File: src/rtl/spmt_pkg.sv
// Shared types and constants of the store pattern trace monitor.
// Used by every module of the block; depends on nothing.
`timescale 1ns / 1ps

package spmt_pkg;

  localparam int unsigned CfgAddrW = 6;
  localparam int unsigned InDataW  = 328;
  localparam int unsigned OutDataW = 272;

  localparam logic [2:0] RegWindowLow  = 3'd0;
  localparam logic [2:0] RegWindowHigh = 3'd1;
  localparam logic [2:0] RegFaultA     = 3'd2;
  localparam logic [2:0] RegFaultB     = 3'd3;
  localparam logic [2:0] RegFillEntry  = 3'd4;

  localparam logic [1:0] OpBlock = 2'd0;
  localparam logic [1:0] OpStore = 2'd1;

  localparam logic [2:0] Size1  = 3'd0;
  localparam logic [2:0] Size2  = 3'd1;
  localparam logic [2:0] Size4  = 3'd2;
  localparam logic [2:0] Size8  = 3'd3;
  localparam logic [2:0] Size16 = 3'd4;

  localparam logic [2:0] KindMatch       = 3'd0;
  localparam logic [2:0] KindMatchTrace  = 3'd1;
  localparam logic [2:0] KindFaultHdr    = 3'd2;
  localparam logic [2:0] KindFaultTrace  = 3'd3;
  localparam logic [2:0] KindCallerHdr   = 3'd4;
  localparam logic [2:0] KindCallerTrace = 3'd5;

  localparam logic [7:0]  Aa8  = 8'hAA;
  localparam logic [15:0] Aa16 = 16'hAAAA;
  localparam logic [31:0] Aa32 = 32'hAAAAAAAA;
  localparam logic [63:0] Aa64 = 64'hAAAAAAAAAAAAAAAA;

  typedef enum logic [3:0] {
    StClear, StIdle, StDecode, StSelf, StCaller, StSearch, StDump, StFlush, StPost, StAppend
  } state_e;

  typedef enum logic [1:0] {PendMatch, PendFault, PendCaller} pend_src_e;

  typedef struct packed {
    logic [63:0] window_low;
    logic [63:0] window_high;
    logic [63:0] fault_a;
    logic [63:0] fault_b;
    logic [63:0] fill_entry;
  } cfg_t;

  typedef struct packed {
    logic       latch;
    logic       clr_step;
    logic       append;
    logic       idx_clr;
    logic       idx_inc;
    logic       cap_self;
    logic       cap_caller;
    logic       srch_clr;
    logic       srch_inc;
    logic       srch_cal;
    logic       tbl_add;
    logic       match_inc;
    logic       pend_load;
    pend_src_e  pend_src;
    logic       pend_trace;
    logic [2:0] trace_kind;
    logic       emit;
    logic       emit_last;
  } cmd_t;

  typedef struct packed {
    logic [1:0] opcode;
    logic       is_fault;
    logic       is_fill;
    logic       ring_ge2;
    logic       store_match;
    logic       out_free;
    logic       rd_zero;
    logic       clr_last;
    logic       srch_end;
    logic       srch_hit;
    logic       tbl_full;
    logic [6:0] idx;
  } sts_t;

  typedef struct packed {
    logic [2:0]  kind;
    logic [31:0] seq_count;
    logic [63:0] addr_a;
    logic [63:0] addr_b;
    logic [63:0] data_value;
    logic [4:0]  width_bytes;
    logic [6:0]  trace_index;
    logic [31:0] ring_position;
    logic        last;
  } res_t;

endpackage

File: src/rtl/spmt_regs.sv
// Configuration register file with its APB-style access port.
// Depends on spmt_pkg.
`timescale 1ns / 1ps

module spmt_regs (
  input  logic                         clk_i,
  input  logic                         rst_ni,
  input  logic                         psel,
  input  logic                         penable,
  input  logic                         pwrite,
  input  logic [spmt_pkg::CfgAddrW-1:0] paddr,
  input  logic [63:0]                  pwdata,
  output logic [63:0]                  prdata,
  output logic                         pready,
  output spmt_pkg::cfg_t               cfg_o
);

  spmt_pkg::cfg_t cfg_q, cfg_d;
  logic [2:0]     sel;

  assign sel    = paddr[5:3];
  assign pready = 1'b1;
  assign cfg_o  = cfg_q;

  always_comb begin
    cfg_d = cfg_q;
    if (psel && penable && pwrite) begin
      unique case (sel)
        spmt_pkg::RegWindowLow:  cfg_d.window_low  = pwdata;
        spmt_pkg::RegWindowHigh: cfg_d.window_high = pwdata;
        spmt_pkg::RegFaultA:     cfg_d.fault_a     = pwdata;
        spmt_pkg::RegFaultB:     cfg_d.fault_b     = pwdata;
        spmt_pkg::RegFillEntry:  cfg_d.fill_entry  = pwdata;
        default: ;
      endcase
    end
  end

  always_comb begin
    unique case (sel)
      spmt_pkg::RegWindowLow:  prdata = cfg_q.window_low;
      spmt_pkg::RegWindowHigh: prdata = cfg_q.window_high;
      spmt_pkg::RegFaultA:     prdata = cfg_q.fault_a;
      spmt_pkg::RegFaultB:     prdata = cfg_q.fault_b;
      spmt_pkg::RegFillEntry:  prdata = cfg_q.fill_entry;
      default:                 prdata = 64'd0;
    endcase
  end

  always_ff @(posedge clk_i or negedge rst_ni) begin
    if (!rst_ni) begin
      cfg_q.window_low  <= 64'h0000_0040_0000_0000;
      cfg_q.window_high <= 64'h0000_8000_0000_0000;
      cfg_q.fault_a     <= 64'h0000_0000_0010_D101;
      cfg_q.fault_b     <= 64'h0000_0000_0010_D108;
      cfg_q.fill_entry  <= 64'h0000_0040_00D9_B800;
    end else begin
      cfg_q <= cfg_d;
    end
  end

endmodule

File: config.mk
export PLATFORM = sky130hd
export DESIGN_NAME = spmt_regs
export DESIGN_NICKNAME = d
export VERILOG_FILES = /design/src/rtl/spmt_pkg.sv /design/src/rtl/spmt_regs.sv
export SDC_FILE = /design/constraint.sdc
export NUM_CORES = 1
export LEC_CHECK = 0
export ABC_CLOCK_PERIOD_IN_PS = 1500
export BUFFER_PORTS_ARGS = -buffer_cell sky130_fd_sc_hd__buf_2
export CORE_AREA = 2 2 181 183
export CTS_CLUSTER_DIAMETER = 40
export CTS_CLUSTER_SIZE = 16
export DETAILED_ROUTE_END_ITERATION = 12
export DIE_AREA = 0 0 183 185
export HOLD_SLACK_MARGIN = 0.15
export PLACE_DENSITY = 0.73
export SYNTH_ARGS = -nofsm -noshare
export SYNTH_HDL_FRONTEND = slang
export SYNTH_SLANG_ARGS = --single-unit
File: constraint.sdc
create_clock -name clk_i -period 1.5 [get_ports clk_i]
set_input_delay 0.075 -clock clk_i [delete_from_list [all_inputs] [get_ports clk_i]]
set_output_delay 0.075 -clock clk_i [all_outputs]
set_load 0.005 [all_outputs]
==> metrics.csv <==
stage,metric,value,unit
status,outcome,"complete, but fails checks",
status,failing checks,setup timing,
floorplanning,Die Height,185,um
sta,worst hold slack,0.200,ns
yosys,synth warn,0,
cts,worst skew pair latency,0.53,ns
routing,DRT Pass-1 Iters,5,
power_and_ir_drop,leak pwr,10.8,nW
sta,post-route setup TNS,-10.54,ns
worst_setup_path,largest delay contributor family on the critical path,flip-flops,
routing,Final ANT Viol Nets,0,
routing,DRC viols,0,
placement,Detail Placement HPWL,31300,um
power_and_ir_drop,Power per Cell Area,1410,nW/um^2
power_and_ir_drop,worst vdd ir,1170,uV
yosys,post-synth top area cell,dfrtp_1,
global_route,Total Routing Usage GR,0.283,
worst_setup_path,Critical Path Start Type,register,
floorplanning,die area,33900,um^2
placement,dpl cells,1826,
global_route,initial antenna violation count,2,
worst_setup_path,kind of critical path,reg2out,
routing,final routed wire length divided by cell count,24.1,um
routing,vias per cell,5.82,
final_layout,layout cells sized above 1,0.643,
worst_setup_path,critical-path maximum fanout,2,
sta,final hold vios,0,
worst_setup_path,cell chain of the critical path,mux2_4 > a32oi_2 > o21ai_2 > buf_2,
floorplanning,Row Count,66,
yosys,"count leader, synth",dfrtp_1,
cts,"CTS clk-pin slew, worst paths",0.06,ns
cts,Sink Count,320,
floorplanning,core area,32000,um^2
yosys,Synth top area share,0.507,
final_layout,post-route insts no fill,2105,
worst_setup_path,WP data required,1.42,ns
sta,fin crit share,1.16,
yosys,main flop type after synthesis,dfrtp_1,
sta,endpoints failing setup,64,
cts,CTS tree,yes,
cts,TritonCTS buffer count,43,
sta,Worst Skew,0,ns
final_layout,Final Core Density,0.659,
cts,CTS Root Cell,clkbuf_16,
final_layout,synthesis-to-layout area growth,44.7,%
final_layout,fill count,2264,
yosys,syn_nets,1069,
sta,Worst-Margin Slew,0.595,ns
yosys,Post-synth EDFFs,0,
hold_path,Hold Crit Class,in2reg,
cts,clk buf depth,3,
sta,worst slew margin relative to its limit,0.603,
global_route,residual overflow from global routing,0,
yosys,Seq cells post-synth,320,
routing,DR vias,12200,
sta,Final WS setup,-0.244,ns
sta,RSZ-0062 raised after global routing,yes,
yosys,synth top area cells,"dfrtp_1 (51%), mux2_2 (20%), mux2_4 (6.2%)",
power_and_ir_drop,total power draw,29.7,mW
yosys,synth cell count leaders,"dfrtp_1 (296), mux2_2 (259), mux2_1 (65)",
global_route,largest net degree at the start of global routing,47,
global_route,vias in the first global route,12600,
worst_setup_path,"Buf+Inv Stages, Crit Path",1,
worst_setup_path,"setup slack, reg-to-reg",0.45,ns
final_layout,"Design Area, Final",21100,um^2
cts,htree depth,2,
final_layout,Largest register FFs,320,
placement,Post-Place Setup Slack,-0.206,ns
sta,achievable frequency,573,MHz
sta,count of final max-slew check failures,0,
yosys,post-synthesis cell count,994,
routing,final wirelength,50800,um
worst_setup_path,Worst setup EP type,output port,
worst_setup_path,WP data arrival,1.67,ns
routing,DRT iter0 DRCs,639,
yosys,Async SR Flop Fraction,1.00,
sta,Tmin final,1.74,ns
yosys,sequential share of the synthesized area,0.551,
yosys,Synth cell types,28,
job,Max Cap Violations,0,
floorplanning,Die X,183,um
floorplanning,io pins,460,
yosys,synthesized cell area,14600,um^2
placement,GPL Wtd Cong,0.863,
worst_setup_path,"slowest stage delay, CP",0.39,ns
floorplanning,Initial Utilization,0.456,
final_layout,Nets,1735,
placement,Post-DP Area,17600,um^2
placement,Port Buffer Count,455,
worst_setup_path,slowest library cell on the worst path,dfrtp_1,
yosys,Synth Area per Inst,14.7,um^2
global_route,global-route wire length before repair,73800,um
## layout by cell type, fill, tap and decap left out, types with 2 or more instances in the layout
cell type | netlist | layout
clkinvlp_4 | 0 | 3
a32oi_1 | 64 | 45
buf_4 | 9 | 150
clkbuf_8 | 0 | 3
inv_6 | 0 | 5
nand2_1 | 2 | 2
mux2_2 | 259 | 235
clkinv_2 | 0 | 6
inv_8 | 0 | 8
dfrtp_1 | 296 | 296
nor2_4 | 0 | 2
clkinv_4 | 0 | 5
mux2_4 | 60 | 84
o21ai_2 | 0 | 4
buf_2 | 25 | 452
clkbuf_1 | 27 | 2
o21ai_1 | 0 | 45
a32oi_2 | 0 | 18
a22oi_1 | 63 | 63
dlygate4sd3_1 | 0 | 66
nor3b_4 | 0 | 2
bufinv_16 | 0 | 3
and2b_2 | 1 | 2
dfstp_2 | 24 | 24
dlymetal6s4s_1 | 0 | 3
diode_2 | 0 | 2
o21ai_0 | 64 | 15
buf_12 | 6 | 28
mux2_1 | 65 | 65
clkbuf_16 | 0 | 47
## path summary, 6_finish.rpt
kind | cells past startpoint | start | endpoint
max reg2reg | 3 | cfg_o[158]$_DFFE_PN0P_ | cfg_o[158]$_DFFE_PN0P_
min reg2reg | 1 | cfg_o[29]$_DFFE_PN0P_ | cfg_o[29]$_DFFE_PN0P_
max | 4 | cfg_o[116]$_DFFE_PN0P_ | prdata[52]
max in group asynchronous | 4 | rst_ni | cfg_o[250]$_DFFE_PN0P_
min | 4 | paddr[5] | cfg_o[123]$_DFFE_PN0P_
min in group asynchronous | 3 | rst_ni | cfg_o[62]$_DFFE_PN0P_
## worst reg2reg max path: stages (launching register included)
cell	delay, ns
dfrtp_1	0.39
buf_4	0.14
buf_4	0.13
mux2_4	0.27
## power breakdown
group / internal, mW / switching [mW] / total [mW]
registers: 10.4 / 1.43 / 11.9
clock network: 6.22 / 4.26 / 10.5
logic: 4.31 / 3.09 / 7.40
total: 21.0 / 8.77 / 29.7
## layer usage
metal,vias up,GRT usage,wire [um]
met5,-,0,0
met4,0,0.129,2140
met3,158,0.0562,3970
met2,728,0.485,25300
met1,6235,0.347,19400
li1,5128,-,-
## cell type report
class                      count  area, um^2  area share
antenna                        2        5.00    0.000237
clock buffer                  49        1150      0.0544
clock inverter                31         337      0.0159
inverter                       1        3.75    0.000178
multi-input combinational    590        6330       0.300
sequential                   320        8040       0.381
tap                          408         510      0.0242
timing repair buffer         704        4750       0.225
## cells by family after synthesis
logic type / after synthesis / share of synthesized area
buf+inv: 84 / 0.0363
simple gates: 13 / 0.00797
compound gates: 192 / 0.0933
mux: 384 / 0.312
flops: 320 / 0.551
other cells: 1 / 0.000257
## what timing repair did
action / 4_1_cts / 5_1_grt
setup endpoints to repair: 64 / 125
hold endpoints to repair: 640 / 0
buffers inserted: 89 / 37
cloned: 0 / 3
pin swaps: 6 / 16
gates resized for setup: 64 / 38
hold buffers: 69 / 0
Power figures use the tool's default switching activity.
